`src/rtl/kbsc_pkg.sv`:
```
// Package with the shared types, register indexes and the substitution ROM contents.
package kbsc_pkg;

   localparam int unsigned DataWidth = 8;
   localparam int unsigned KeyWidth = 32;
   localparam int unsigned CsrDataWidth = 32;
   localparam int unsigned CsrAddrWidth = 3;
   localparam int unsigned RomDepth = 256;

   localparam logic [KeyWidth-1:0] SeedReset = 32'h000b2023;

   localparam int unsigned FillMulInit = 12;
   localparam int unsigned FillMulMod = 35;
   localparam int unsigned FillAddInit = 5;
   localparam int unsigned FillAddMod = 9;
   localparam int unsigned FillAddStep = 2;

   typedef enum logic {
      REG_SEED = 1'b0,
      REG_MODE = 1'b1
   } reg_index_type;

   typedef logic [RomDepth-1:0][DataWidth-1:0] rom_type;

   typedef struct packed {
      logic [KeyWidth-1:0] seed;
      logic                encrypt;
   } cfg_type;

   // The fill rule steps to the next free byte value when a candidate is taken.
   function automatic rom_type fill_table();
      rom_type               tab;
      logic [RomDepth-1:0]   taken;
      int unsigned           mul;
      int unsigned           add;
      logic [31:0]           cand;
      tab = '0;
      taken = '0;
      mul = FillMulInit;
      add = FillAddInit;
      for (int unsigned b = 0; b < RomDepth; b++) begin
         cand = 32'(mul * b + add);
         for (int unsigned k = 0; k < RomDepth; k++) begin
            if (taken[cand[DataWidth-1:0]]) begin
               cand = cand + 32'd1;
               add = add + 1;
            end
         end
         tab[b] = cand[DataWidth-1:0];
         taken[cand[DataWidth-1:0]] = 1'b1;
         mul = (mul + 1) % FillMulMod;
         add = (add + FillAddStep) % FillAddMod;
      end
      return tab;
   endfunction

   localparam rom_type SubstTable = fill_table();

endpackage

```
`src/rtl/kbsc_req_if.sv`:
```
// Input channel interface carrying one data word and its block start flag.
interface kbsc_req_if;
   logic                          valid;
   logic                          ready;
   logic [kbsc_pkg::DataWidth-1:0] data_byte;
   logic                          block_start;

   modport source (output valid, output data_byte, output block_start, input ready);
   modport sink (input valid, input data_byte, input block_start, output ready);
endinterface

```
`src/rtl/kbsc_rsp_if.sv`:
```
// Result channel interface carrying one transformed word.
interface kbsc_rsp_if;
   logic                          valid;
   logic                          ready;
   logic [kbsc_pkg::DataWidth-1:0] result_byte;

   modport source (output valid, output result_byte, input ready);
   modport sink (input valid, input result_byte, output ready);
endinterface

```
`src/rtl/kbsc_csr.sv`:
```
// Configuration registers behind the APB-style port.
module kbsc_csr (
   input  logic                               clock,
   input  logic                               reset,
   input  logic                               csr_psel,
   input  logic                               csr_penable,
   input  logic                               csr_pwrite,
   input  logic [kbsc_pkg::CsrAddrWidth-1:0]  csr_paddr,
   input  logic [kbsc_pkg::CsrDataWidth-1:0]  csr_pwdata,
   output logic [kbsc_pkg::CsrDataWidth-1:0]  csr_prdata,
   output logic                               csr_pready,
   output kbsc_pkg::cfg_type                  cfg
);
   import kbsc_pkg::*;

   logic [KeyWidth-1:0] seed_ff;
   logic [KeyWidth-1:0] seed_in;
   logic                mode_ff;
   logic                mode_in;
   logic                wr_en;
   reg_index_type       index;

   assign index = reg_index_type'(csr_paddr[CsrAddrWidth-1]);
   assign wr_en = csr_psel && csr_penable && csr_pwrite;
   assign csr_pready = 1'b1;

   always_comb begin
      seed_in = seed_ff;
      mode_in = mode_ff;
      if (wr_en) begin
         unique case (index)
            REG_SEED: seed_in = csr_pwdata[KeyWidth-1:0];
            REG_MODE: mode_in = csr_pwdata[0];
            default: ;
         endcase
      end
   end

   always_comb begin
      unique case (index)
         REG_SEED: csr_prdata = seed_ff;
         REG_MODE: csr_prdata = {{(CsrDataWidth-1){1'b0}}, mode_ff};
         default:  csr_prdata = '0;
      endcase
   end

   always_ff @(posedge clock) begin
      if (reset) begin
         seed_ff <= SeedReset;
         mode_ff <= 1'b0;
      end else begin
         seed_ff <= seed_in;
         mode_ff <= mode_in;
      end
   end

   assign cfg.seed = seed_ff;
   assign cfg.encrypt = mode_ff;
endmodule

```
`src/rtl/kbsc_keystream.sv`:
```
// Keystream register and byte counter that produce the ROM address for each word.
module kbsc_keystream (
   input  logic                            clock,
   input  logic                            reset,
   input  logic                            accept,
   input  logic                            block_start,
   input  logic [kbsc_pkg::KeyWidth-1:0]   seed,
   output logic [kbsc_pkg::DataWidth-1:0]  rom_addr
);
   import kbsc_pkg::*;

   logic [KeyWidth-1:0]  key_ff;
   logic [KeyWidth-1:0]  key_in;
   logic [DataWidth-1:0] count_ff;
   logic [DataWidth-1:0] count_in;
   logic [KeyWidth-1:0]  key_cur;
   logic [DataWidth-1:0] count_next;
   logic [KeyWidth-1:0]  key_rot;

   assign key_cur = block_start ? seed : key_ff;
   assign count_next = (block_start ? '0 : count_ff) + DataWidth'(1);
   assign key_rot = {key_cur[KeyWidth-2:0], key_cur[KeyWidth-1]};
   assign rom_addr = key_cur[DataWidth-1:0];

   always_comb begin
      key_in = key_ff;
      count_in = count_ff;
      if (accept) begin
         key_in = {key_rot[KeyWidth-1:DataWidth], key_rot[DataWidth-1:0] ^ count_next};
         count_in = count_next;
      end
   end

   always_ff @(posedge clock) begin
      if (reset) begin
         key_ff <= '0;
         count_ff <= '0;
      end else begin
         key_ff <= key_in;
         count_ff <= count_in;
      end
   end
endmodule

```
`src/rtl/kbsc_rom.sv`:
```
// Substitution ROM with a registered read port.
module kbsc_rom (
   input  logic                            clock,
   input  logic                            rd_en,
   input  logic [kbsc_pkg::DataWidth-1:0]  rd_addr,
   output logic [kbsc_pkg::DataWidth-1:0]  rd_data
);
   import kbsc_pkg::*;

   logic [DataWidth-1:0] mem [RomDepth];
   logic [DataWidth-1:0] rd_data_ff;

   always_comb begin
      for (int unsigned i = 0; i < RomDepth; i++) begin
         mem[i] = SubstTable[i];
      end
   end

   always_ff @(posedge clock) begin
      if (rd_en) begin
         rd_data_ff <= mem[rd_addr];
      end
   end

   assign rd_data = rd_data_ff;
endmodule

```
`src/rtl/keyed_byte_stream_cipher.sv`:
```
// Top level of the keyed byte stream cipher.
// The block takes one word per clock while rsp is not stalled and returns one word per
// accepted word, in order. At the edge that accepts a word, its ROM byte is read into the
// registered substitution ROM. When the word leaves the first stage, it is combined with
// that byte and loaded into an output register, which presents the result on rsp and
// holds it until the rsp side is ready. The keystream register and the byte counter
// advance at acceptance, which lets a new word enter every cycle while the output is not
// stalled. The single ROM read port sets the rate of one word per clock. Write the seed
// and the mode only while no words are in flight.
module keyed_byte_stream_cipher (
   input  logic                               clock,
   input  logic                               reset,
   kbsc_req_if.sink                           req,
   kbsc_rsp_if.source                         rsp,
   input  logic                               csr_psel,
   input  logic                               csr_penable,
   input  logic                               csr_pwrite,
   input  logic [kbsc_pkg::CsrAddrWidth-1:0]  csr_paddr,
   input  logic [kbsc_pkg::CsrDataWidth-1:0]  csr_pwdata,
   output logic [kbsc_pkg::CsrDataWidth-1:0]  csr_prdata,
   output logic                               csr_pready
);
   import kbsc_pkg::*;

   cfg_type              cfg;
   logic [DataWidth-1:0] rom_addr;
   logic [DataWidth-1:0] rom_data;
   logic                 accept;
   logic                 s1_adv;
   logic                 out_free;

   logic                 s1_vld_ff;
   logic                 s1_vld_in;
   logic [DataWidth-1:0] s1_data_ff;
   logic [DataWidth-1:0] s1_data_in;
   logic                 s1_enc_ff;
   logic                 s1_enc_in;
   logic                 out_vld_ff;
   logic                 out_vld_in;
   logic [DataWidth-1:0] out_data_ff;
   logic [DataWidth-1:0] out_data_in;

   kbsc_csr u_csr (
      .clock       (clock),
      .reset       (reset),
      .csr_psel    (csr_psel),
      .csr_penable (csr_penable),
      .csr_pwrite  (csr_pwrite),
      .csr_paddr   (csr_paddr),
      .csr_pwdata  (csr_pwdata),
      .csr_prdata  (csr_prdata),
      .csr_pready  (csr_pready),
      .cfg         (cfg)
   );

   kbsc_keystream u_keystream (
      .clock       (clock),
      .reset       (reset),
      .accept      (accept),
      .block_start (req.block_start),
      .seed        (cfg.seed),
      .rom_addr    (rom_addr)
   );

   kbsc_rom u_rom (
      .clock   (clock),
      .rd_en   (accept),
      .rd_addr (rom_addr),
      .rd_data (rom_data)
   );

   assign out_free = !out_vld_ff || rsp.ready;
   assign s1_adv = s1_vld_ff && out_free;
   assign req.ready = !s1_vld_ff || out_free;
   assign accept = req.valid && req.ready;

   always_comb begin
      s1_vld_in = s1_vld_ff;
      s1_data_in = s1_data_ff;
      s1_enc_in = s1_enc_ff;
      if (accept) begin
         s1_vld_in = 1'b1;
         s1_data_in = req.data_byte;
         s1_enc_in = cfg.encrypt;
      end else if (s1_adv) begin
         s1_vld_in = 1'b0;
      end
   end

   always_comb begin
      out_vld_in = out_vld_ff;
      out_data_in = out_data_ff;
      if (s1_adv) begin
         out_vld_in = 1'b1;
         out_data_in = s1_enc_ff ? s1_data_ff + rom_data : s1_data_ff - rom_data;
      end else if (rsp.ready) begin
         out_vld_in = 1'b0;
      end
   end

   always_ff @(posedge clock) begin
      if (reset) begin
         s1_vld_ff <= 1'b0;
         out_vld_ff <= 1'b0;
      end else begin
         s1_vld_ff <= s1_vld_in;
         out_vld_ff <= out_vld_in;
      end
   end

   always_ff @(posedge clock) begin
      s1_data_ff <= s1_data_in;
      s1_enc_ff <= s1_enc_in;
      out_data_ff <= out_data_in;
   end

   assign rsp.valid = out_vld_ff;
   assign rsp.result_byte = out_data_ff;
endmodule

```
`src/flat_wrapper.sv`:
```
// flat-port wrapper written by rule: the top's interface ports become plain ports
module keyed_byte_stream_cipher_flat import kbsc_pkg::*;
  (clock, reset, csr_psel, csr_penable, csr_pwrite, csr_paddr, csr_pwdata, csr_prdata, csr_pready, req_valid, req_data_byte, req_block_start, req_ready, rsp_valid, rsp_result_byte, rsp_ready);
  kbsc_req_if req_i ();
  kbsc_rsp_if rsp_i ();
  input  logic clock;
  input  logic reset;
  input  logic csr_psel;
  input  logic csr_penable;
  input  logic csr_pwrite;
  input  logic [kbsc_pkg::CsrAddrWidth-1:0] csr_paddr;
  input  logic [kbsc_pkg::CsrDataWidth-1:0] csr_pwdata;
  output logic [kbsc_pkg::CsrDataWidth-1:0] csr_prdata;
  output logic csr_pready;
  input wire logic [$bits(req_i.valid)-1:0] req_valid;
  input wire logic [$bits(req_i.data_byte)-1:0] req_data_byte;
  input wire logic [$bits(req_i.block_start)-1:0] req_block_start;
  output wire logic [$bits(req_i.ready)-1:0] req_ready;
  output wire logic [$bits(rsp_i.valid)-1:0] rsp_valid;
  output wire logic [$bits(rsp_i.result_byte)-1:0] rsp_result_byte;
  input wire logic [$bits(rsp_i.ready)-1:0] rsp_ready;
  assign req_i.valid = req_valid;
  assign req_i.data_byte = req_data_byte;
  assign req_i.block_start = req_block_start;
  assign req_ready = req_i.ready;
  assign rsp_valid = rsp_i.valid;
  assign rsp_result_byte = rsp_i.result_byte;
  assign rsp_i.ready = rsp_ready;
  keyed_byte_stream_cipher u_core (.clock(clock), .reset(reset), .req(req_i), .rsp(rsp_i), .csr_psel(csr_psel), .csr_penable(csr_penable), .csr_pwrite(csr_pwrite), .csr_paddr(csr_paddr), .csr_pwdata(csr_pwdata), .csr_prdata(csr_prdata), .csr_pready(csr_pready));
endmodule
```
`config.mk`:
```
export PLATFORM = sky130hd
export DESIGN_NAME = keyed_byte_stream_cipher_flat
export DESIGN_NICKNAME = d
export VERILOG_FILES = /design/src/rtl/kbsc_pkg.sv /design/src/rtl/kbsc_req_if.sv /design/src/rtl/kbsc_rsp_if.sv /design/src/rtl/kbsc_csr.sv /design/src/rtl/kbsc_keystream.sv /design/src/rtl/kbsc_rom.sv /design/src/rtl/keyed_byte_stream_cipher.sv /design/src/flat_wrapper.sv
export SDC_FILE = /design/constraint.sdc
export NUM_CORES = 1
export LEC_CHECK = 0
export ABC_AREA = 1
export BUFFER_PORTS_ARGS = -buffer_cell sky130_fd_sc_hd__buf_2
export CORE_MARGIN = 10
export CORE_UTILIZATION = 25
export CTS_CLUSTER_SIZE = 12
export DETAILED_ROUTE_END_ITERATION = 10
export PLACE_DENSITY = 0.47
export SYNTH_ARGS = -nofsm -noshare
export SYNTH_HDL_FRONTEND = slang
export SYNTH_HIERARCHICAL = 1
export SYNTH_SLANG_ARGS = --single-unit
```
`constraint.sdc`:
```
create_clock -name clock -period 5.3 [get_ports clock]
set_input_delay 0.265 -clock clock [delete_from_list [all_inputs] [get_ports clock]]
set_output_delay 0.265 -clock clock [all_outputs]
set_load 0.02 [all_outputs]
```
After elaboration in Yosys (flattened, before gate mapping):

Memories as Yosys holds them, arrays and structs flattened. A register that Yosys moved wholly into a read port is not among the register bits.
Index checks and enable logic that the tools add are counted.
W data, S select, Z words.

* bitwise gates (word level): 3
* reduce and logical (&&, ||, !) cells: 12
* mux-type cells: 8
* add/subtract/negate cells: 3

Operators by type and width (number)
* $pmux W32 S2: 1
* $mux W32: 1
* $mux W8: 2
* $not A8 Y9: 1
* $add A8 B1 Y8 const B: 1
* $add A8 B8 Y8: 1
* $sub A8 B8 Y8: 1
* $xor A8 B8 Y8: 1
* $logic_and A1 B1 Y1: 4
* $mux W1: 4
* $reduce_and A2 Y1: 2
* $reduce_bool A2 Y1: 2
* $logic_not A1 Y1: 2
* $logic_or A1 B1 Y1: 2
* $not A1 Y1: 1

* memories kept: 1
* output and inout port bits: 43
* word-level logic and storage cells: 36
* memory bits (read-only): 2048
* register bits: 92
* input port bits: 51

Memories
* (no name shown): depth 256, width 8, read ports 1, clocked after memory_dff 1, write ports 0, RTL line kbsc_rom.sv:21 `rd_data_ff <= mem[rd_addr];`

Longest topological paths before layout:

Gate-level depths: netlist of run 1.

* word-level depth: 5
* depth in mapped cells: 21
* depth with buffers taken out: 17

Modules after synthesis:

The synthesis of run 1 kept the hierarchy.

By module, submodules not included
* kbsc_rom: instances 1, cells each 661, sequential area each 240.2 µm², area an instance 3220.6 µm²
* kbsc_keystream: instances 1, cells each 326, sequential area each 800.8 µm², area an instance 2189.6 µm²
* kbsc_csr: instances 1, cells each 274, sequential area each 660.6 µm², area an instance 1705.4 µm²
* keyed_byte_stream_cipher: instances 1, cells each 113, sequential area each 550.5 µm², area an instance 1073.5 µm²

Worst setup path after synthesis of run 1:

OpenSTA, ideal clock, no wires.

* path type: in2reg
* start: input req_block_start
* end: register u_core.u_rom.rd_data_ff[1], in the netlist u_core/u_rom/rd_data[1], data pin
* arrival: 2.557 ns
* setup time: 0.253 ns
* path buffers: 5
* required time: 5.047 ns
* cell stages on the path: 19
* slack: 2.490 ns
* cells stage by stage: buf_6 inv_2 buf_6 or2_2 o21ai_0 inv_1 buf_4 buf_2 inv_1 ha_1 nand2_1 buf_2 nand3_1 nand3_1 nand3_1 nand3_1 nand2_1 nand2_1 nand2_1

* word-level cells in the longest chain between the ends: 2

Ends and longest elaborated chain
* start: declaration: RTL line flat_wrapper.sv:17 `input wire logic [$bits(req_i.block_start)-1:0] req_block_start;`
* $mux W32: RTL line kbsc_keystream.sv:20 `assign key_cur = block_start ? seed : key_ff;`
* net u_core.u_keystream.key_cur[1]: RTL line kbsc_keystream.sv:16 `logic [KeyWidth-1:0] key_cur;`
* $not A8 Y9 (not written as such): RTL line kbsc_rom.sv:21
* end: declaration: RTL line kbsc_rom.sv:11 `logic [DataWidth-1:0] rd_data_ff;`

The timed path passes the listed nets, and every way through them passes these cells.
A chain may end at the register's enable or synchronous reset.

Final worst setup path of run 1:

* start: register u_core.u_csr.seed_ff[3]
* end: register u_core.u_rom.rd_data_ff[0], in the netlist u_core/u_rom/rd_data[0], data pin

* word-level cells in the longest chain between the ends: 2

Ends and longest elaborated chain
* start: declaration: RTL line kbsc_csr.sv:16 `logic [KeyWidth-1:0] seed_ff;`
* start signal: assignment: RTL line kbsc_csr.sv:49 `seed_ff <= SeedReset;`
* start signal: assignment: RTL line kbsc_csr.sv:52 `seed_ff <= seed_in;`
* $mux W32: RTL line kbsc_keystream.sv:20
* net u_core.rom_addr[3]: RTL line keyed_byte_stream_cipher.sv:26 `logic [DataWidth-1:0] rom_addr;`
* $not A8 Y9 (not written as such): RTL line kbsc_rom.sv:21

The timed path passes the listed nets, and every way through them passes these cells.

==> flow_summary.yaml, run 1 <==
power:
  power_frac_comb_pct: 36.0
  seqPwrFrac_pct: 36.0
  peakVddDrop_uv: 155
  netSwitchingPower_w: 0.000952
  p_int_w: 0.00149
  p_sw_share_pct: 39.0
  power.clock.fraction_pct: 28.0
  power_density_nw_per_um2: 267
  leakagePower_nw: 4.71
synth:
  synth_area_um2: 8190
  syn_inst: 1374
  synth-edff-count: 25
  synthArstFlopShare_pct: 0
  synth_fp_nets: 1452
  synth_ff_type: "dfxtp_1"
  yosysTopAreaCellShare_pct: 20.9
  synth_cell_types: 37
  syn-mean-instance-area_um2: 5.96
  synth-seq-area-share_pct: 27.5
  ys_ff_latch: 100
  synth_area_leaders: "nand2_1 (21%), dfxtp_1 (18%), nand3_1 (14%)"
  yosys.area.top_type: "nand2_1"
  yosysWarnings: 6
  synth.most_common_cell: "nand2_1"
  synth_common_cells: "nand2_1 (455), nand3_1 (228), inv_1 (151)"
critical_path:
  crit_path_start_kind: "flop"
  path_class: "reg -> reg"
  reg2reg_depth: 14
  critPathCaptureType: "flop"
  cp_common_cell: "nand2_1"
  crit_fanout: 42
  critical-path-top-delay-family: "buffers and inverters"
  critical_path.cell_chain: "or2_1, o21ai_0, inv_1, buf_4, nand2_1, inv_1, nand2_1, nand2_1, nor2_1, nor2_1, nand2_1, nand2_1, nand2_1, nand2_1"
  critPathArrivalTime_ns: 3.32
  critPathBufInv: 3
  cp.required_ns: 5.52
  cp_slowest_cell: "buf_4"
  worst-r2r-setup-slack_ns: 2.20
  r2r_start: "u_core/u_csr/seed_ff[3]"
  max_stage_delay_ns: 0.52
  regToRegEndpoint: "u_core/u_rom/rd_data[0]"
timing:
  finalCritPeriodShare_pct: 58.5
  fin_ws_ns: 2.20
  worstMarginPinSlew_ns: 1.01
  final_max_slew_viol_count: 0
  fmax_ghz: 0.323
  rsz0062_at_grt: "false"
  fin_crit_ns: 3.10
  slew_headroom_pct: 32.3
  finalSetupViolCount: 0
  fin_skew_ns: 0.0133
  fin_tns_setup_ns: 0
  hold_violations: 0
routing:
  detail_route.vias_per_cell: 4.84
  drt_iter0_markers: 966
  wirelength_um: 30500
  drt.antenna.violating_nets: 0
  route.detailed.drc: 0
  vias: 8994
  dr.pass1.iters: 5
  route.detailed.wl_per_inst_um: 16.4
global_routing:
  grt_max_degree: 45
  overflow: 0
  antenna_found_initial: 0
  grt_pass1_vias: 8464
  grt_pass1_wl_um: 47900
  grt_usage_pct: 14.6
place:
  place_hpwl_um: 21900
  place.gp.congestion: 0.980
  io_buffers: 90
  place_ws_ns: 2.02
clocking:
  clockBufferDepth: 2
  cts_setup_buffers: 0
  cts_buffers: 9
  clk_pin_slew_worst_paths_ns: 0.07
  cts_tree: "yes"
  cts_resized: 0
  holdBufCountCts: 0
  cts_max_level: 3
  cts.root.buffer_cell: "clkbuf_16"
  clk_latency_ns: 0.36
  clock-sinks: 100
final_layout:
  fillers: 3695
  drive_gt1_share_pct: 10.8
  n_antenna_cell: 0
  syn2layout_area_growth_pct: 11.6
  fin_nets: 1488
floorplan:
  dieArea_um2: 40400
  die_h_um: 201
  start_util_pct: 25.2
  die_x_um: 201
  row_count: 66
  core_um2: 32500
  ioPinCount: 94
outcome:
  status: "finished clean"
worst_hold_path:
  hold_start: "req_data_byte[5]"
  whs_endpoint: "u_core/s1_data_ff[5]"
  hold_depth: 1
  hold_class: "in -> reg"
flow_run:
  cap_violations: 0
-- power groups by stage --
| stage | registers, W | logic (W) | clock network, W |
|---|---|---|---|
| after detailed placement | 0.000897 | 0.000855 | 0 |
| after global placement | 0.000897 | 0.000864 | 0 |
| after floorplan | 0.000900 | 0.000605 | 0 |
| after global routing | 0.000886 | 0.000967 | 0.000740 |
| after CTS | 0.000880 | 0.000858 | 0.000714 |
| final | 0.000879 | 0.000877 | 0.000683 |
-- worst max path at each step --
stage                                 start                       to  slack [ns]  depth (start not counted)
floorplan                   req_block_start  u_core/u_rom/rd_data[1]        2.49                         19
global placement            req_block_start  u_core/u_rom/rd_data[0]        2.01                         15
detailed placement          req_block_start  u_core/u_rom/rd_data[4]        2.02                         13
CTS                 u_core/u_csr/seed_ff[3]  u_core/u_rom/rd_data[0]        2.30                         14
global route        u_core/u_csr/seed_ff[3]  u_core/u_rom/rd_data[0]        1.99                         14
finish              u_core/u_csr/seed_ff[3]  u_core/u_rom/rd_data[0]        2.20                         14
-- metrics by stage --
| stage | power [W] | hold WS, ns | instance area, um^2 | cells | utilization [%] |
|---|---|---|---|---|---|
| final | 0.00244 | 0.0872 | 9140 | 1857 | 28.2 |
| after global routing | 0.00259 | 0.0689 | 9140 | 1857 | 28.2 |
| after CTS | 0.00245 | 0.0642 | 9140 | 1857 | 28.2 |
| after detailed placement | 0.00175 | 0.444 | 8840 | 1841 | 27.2 |
| after global placement | 0.00176 | 0.442 | 8840 | 1841 | 27.2 |
| after floorplan | 0.00151 | 0.334 | 8190 | 1374 | - |
-- registers in the layout, summed over array words and instances, names as in the netlist --
register / flops
u_core/rsp.result_byte: 8
u_core/rsp.valid: 1
u_core/s1_data_ff: 8
u_core/s1_enc_ff: 1
u_core/s1_vld_ff: 1
u_core/u_csr/mode_ff: 1
u_core/u_csr/seed_ff: 32
u_core/u_keystream/count_ff: 8
u_core/u_keystream/key_ff: 32
u_core/u_rom/rd_data: 8
-- layer usage --
layer  global-route usage, %  share of wire [%]  wire (um)  up-vias
met2                    22.0                 42      12900      434
met1                    19.3                 45      13700     4039
met5                       0                  0          0        -
met4                    6.65                4.1       1240        0
met3                    3.47                8.7       2640       81
li1                        -                  -          -     4440
-- final cells by class --
type	instances	area (um^2)	area share, %
inverters	161	604	6.61
repair buffers	112	616	6.73
multi-input cells	1026	4810	52.7
clock inverters	6	72.6	0.794
clock buffers	10	229	2.50
flip-flops and latches	100	2250	24.6
well taps	442	553	6.05
-- cells by family (layout without fill, tap and decap cells) --
logic type,after synthesis,after routing,share of synthesized area [%]
AOI/OAI and AO/OA,121,121,8.45
xor gates and xnor gates,12,12,1.38
adders and majority gates,27,27,4.22
buffers and inverters,248,289,13.7
DFF,100,100,27.5
other,1,1,0.0458
and+or+nand+nor,865,865,44.7
-- cell usage in the layout, fill, tap and decap left out, types with 2 or more instances in the layout --
master | Yosys | routed
nand2_1 | 455 | 455
nand3_1 | 228 | 228
inv_1 | 151 | 150
nor2_1 | 145 | 145
buf_2 | 30 | 90
dfxtp_1 | 75 | 75
a21oi_1 | 48 | 48
o21ai_0 | 37 | 37
o211ai_1 | 30 | 30
ha_1 | 26 | 26
edfxtp_1 | 25 | 25
buf_4 | 19 | 22
nand4_1 | 16 | 16
clkbuf_16 | 0 | 9
inv_2 | 8 | 9
xor2_1 | 8 | 8
nand2_2 | 7 | 7
or2_1 | 5 | 5
xnor2_1 | 3 | 3
clkinv_4 | 0 | 2
nor2_4 | 2 | 2
or2_2 | 2 | 2
clkinv_1 | 2 | 2
a31oi_1 | 2 | 2
Note: power is estimated with default switching activity, not from simulation.
==> inputs of run 2 (changes only) <==
==> constraint.sdc (replaced) <==
create_clock -name clock -period 3.12 [get_ports clock]
set_input_delay 0.156 -clock clock [delete_from_list [all_inputs] [get_ports clock]]
set_output_delay 0.156 -clock clock [all_outputs]
set_load 0.02 [all_outputs]
==> run 2 against run 1 <==
Effect of this change: flip-flop and latch count unchanged; first-iteration DRC count fell by 15%; clock skew rose by 0.0060 ns; via count up 1.7%; routed wire length is 6.1% higher; total power is 70% higher; core utilization is 0.84 points higher; final cell count increased by 1.5%; worst setup slack got worse by 2.0 ns; die area unchanged; sequential power grew 70%.
==> flow_summary.yaml, run 2 (same netlist as run 1, synthesis figures left out) <==
outcome:
  status: "finished clean"
critical_path:
  regToRegEndpoint: "u_core/u_rom/rd_data[7]"
  reg2reg_depth: 13
  setup.worst_path.end: "u_core/u_rom/rd_data[7]"
  crit_fanout: 9
  critPathCaptureType: "flop"
  worst-r2r-setup-slack_ns: 0.21
  critPathArrivalTime_ns: 3.01
  crit_path_start_kind: "flop"
  r2r_start: "u_core/u_csr/seed_ff[1]"
  path_class: "reg -> reg"
  startpoint: "u_core/u_csr/seed_ff[1]"
  cp.required_ns: 3.22
routing:
  wirelength_um: 32300
  drt_iter0_markers: 824
  vias: 9145
  dr.pass1.iters: 6
  drt.antenna.violating_nets: 0
  route.detailed.drc: 0
  detail_route.vias_per_cell: 4.85
  route.detailed.wl_per_inst_um: 17.2
clocking:
  cts.root.buffer_cell: "clkbuf_16"
  clockBufferDepth: 2
  clk_latency_ns: 0.36
  clk_pin_slew_worst_paths_ns: 0.08
  cts_resized: 0
  cts_buffers: 9
  clock-sinks: 100
  cts_max_level: 3
  cts_tree: "yes"
final_layout:
  layout_common_cells: "nand2_1 (455), nand3_1 (228), inv_1 (150)"
  drive_gt1_share_pct: 11.7
  fillers: 3699
  largest_registers: "u_core/u_csr/seed_ff x32, u_core/u_keystream/key_ff x32"
  fin_nets: 1516
  n_antenna_cell: 0
  syn2layout_area_growth_pct: 14.9
  final_common_cell: "nand2_1"
floorplan:
  core_um2: 32500
  row_count: 66
  die_h_um: 201
  dieArea_um2: 40400
  start_util_pct: 25.2
  die_x_um: 201
  ioPinCount: 94
worst_hold_path:
  hold_class: "in -> reg"
timing:
  fmax_ghz: 0.343
  hold_violations: 0
  final_max_slew_viol_count: 0
  fin_tns_setup_ns: 0
  finalCritPeriodShare_pct: 93.4
  fin_crit_ns: 2.91
  slew_headroom_pct: 34.7
  worstMarginPinSlew_ns: 0.979
  rsz0062_at_grt: "false"
  fin_ws_ns: 0.206
  finalSetupViolCount: 0
  fin_skew_ns: 0.0194
power:
  peakVddDrop_uv: 240
  leakagePower_nw: 4.85
  power.total_w: 0.00415
  power_density_nw_per_um2: 441
place:
  io_buffers: 90
  place_ws_ns: 0.211
  place_hpwl_um: 23500
  place.gp.congestion: 0.988
global_routing:
  grt_pass1_wl_um: 50600
  antenna_found_initial: 0
  grt_pass1_vias: 8712
  overflow: 0
  grt_usage_pct: 15.6
  grt_max_degree: 84
flow_run:
  cap_violations: 0
run 2: cell count changes in the layout (fill, tap and decap cells not counted):
cell / change
dlygate4sd3_1: +13
buf_4: +11
buf_12: +4
bufinv_16: -1
clkbuf_1: -1
clkinv_2: -1
inv_4: +1
inv_8: +1
run 2: worst min-delay path by stage:
stage	startpoint	end	slack, ns	depth (start not counted)
floorplan	reset	u_core/rsp.valid	0.23	1
global placement	req_data_byte[0]	u_core/s1_data_ff[0]	0.33	1
detailed placement	req_data_byte[1]	u_core/s1_data_ff[1]	0.34	1
CTS	csr_pwdata[5]	u_core/u_csr/seed_ff[5]	0.002	3
global route	csr_pwdata[5]	u_core/u_csr/seed_ff[5]	0.03	3
finish	csr_pwdata[5]	u_core/u_csr/seed_ff[5]	0.03	3
run 2: critical path, cell delays in order (launching register included):
cell and delay (ns):
dfxtp_1 0.33, or2_2 0.28, o21ai_0 0.14, inv_1 0.17
buf_4 0.21, ha_1 0.36, nand2_2 0.33, nand2_1 0.19
o21ai_0 0.27, nand3_1 0.10, nand3_1 0.09, nand2_1 0.07
nand2_1 0.06, nand2_1 0.05
run 2: layer usage:
layer	vias up	global-route usage (%)	part of all wire, %
met5	-	0	0
met4	0	6.82	4.5
met3	90	2.94	7.8
met2	440	23.7	43
met1	4127	20.9	45
li1	4488	-	-
run 2: repair_timing:
item,CTS,global route
endpoints found under the hold margin,13,0
hold buffers,13,0
buffers inserted,0,0
run 2: power by group:
part	switching, W	total, W	internal [W]
Combinational	0.00107	0.00156	0.000492
Sequential	0.0000528	0.00149	0.00144
Clock	0.000544	0.00110	0.000555
run 2: through the flow:
stage / cell area, um^2 / hold WS (ns) / util [%] / instances
2_1_floorplan: 8190 / 0.225 / - / 1374
3_3_place_gp: 9000 / 0.334 / 27.7 / 1856
3_5_place_dp: 9000 / 0.335 / 27.7 / 1856
4_1_cts: 9410 / 0.00150 / 29.0 / 1884
5_1_grt: 9410 / 0.0275 / 29.0 / 1884
6_report: 9410 / 0.0252 / 29.0 / 1884
run 2: final cells by class:
class	instances	area [um^2]	share of cell area [%]
clock inverter	6	55.1	0.585
timing repair buffer	140	908	9.65
tap	442	553	5.88
sequential	100	2250	23.9
clock buffer	9	225	2.39
multi-input combinational	1026	4810	51.1
inverter	161	604	6.42
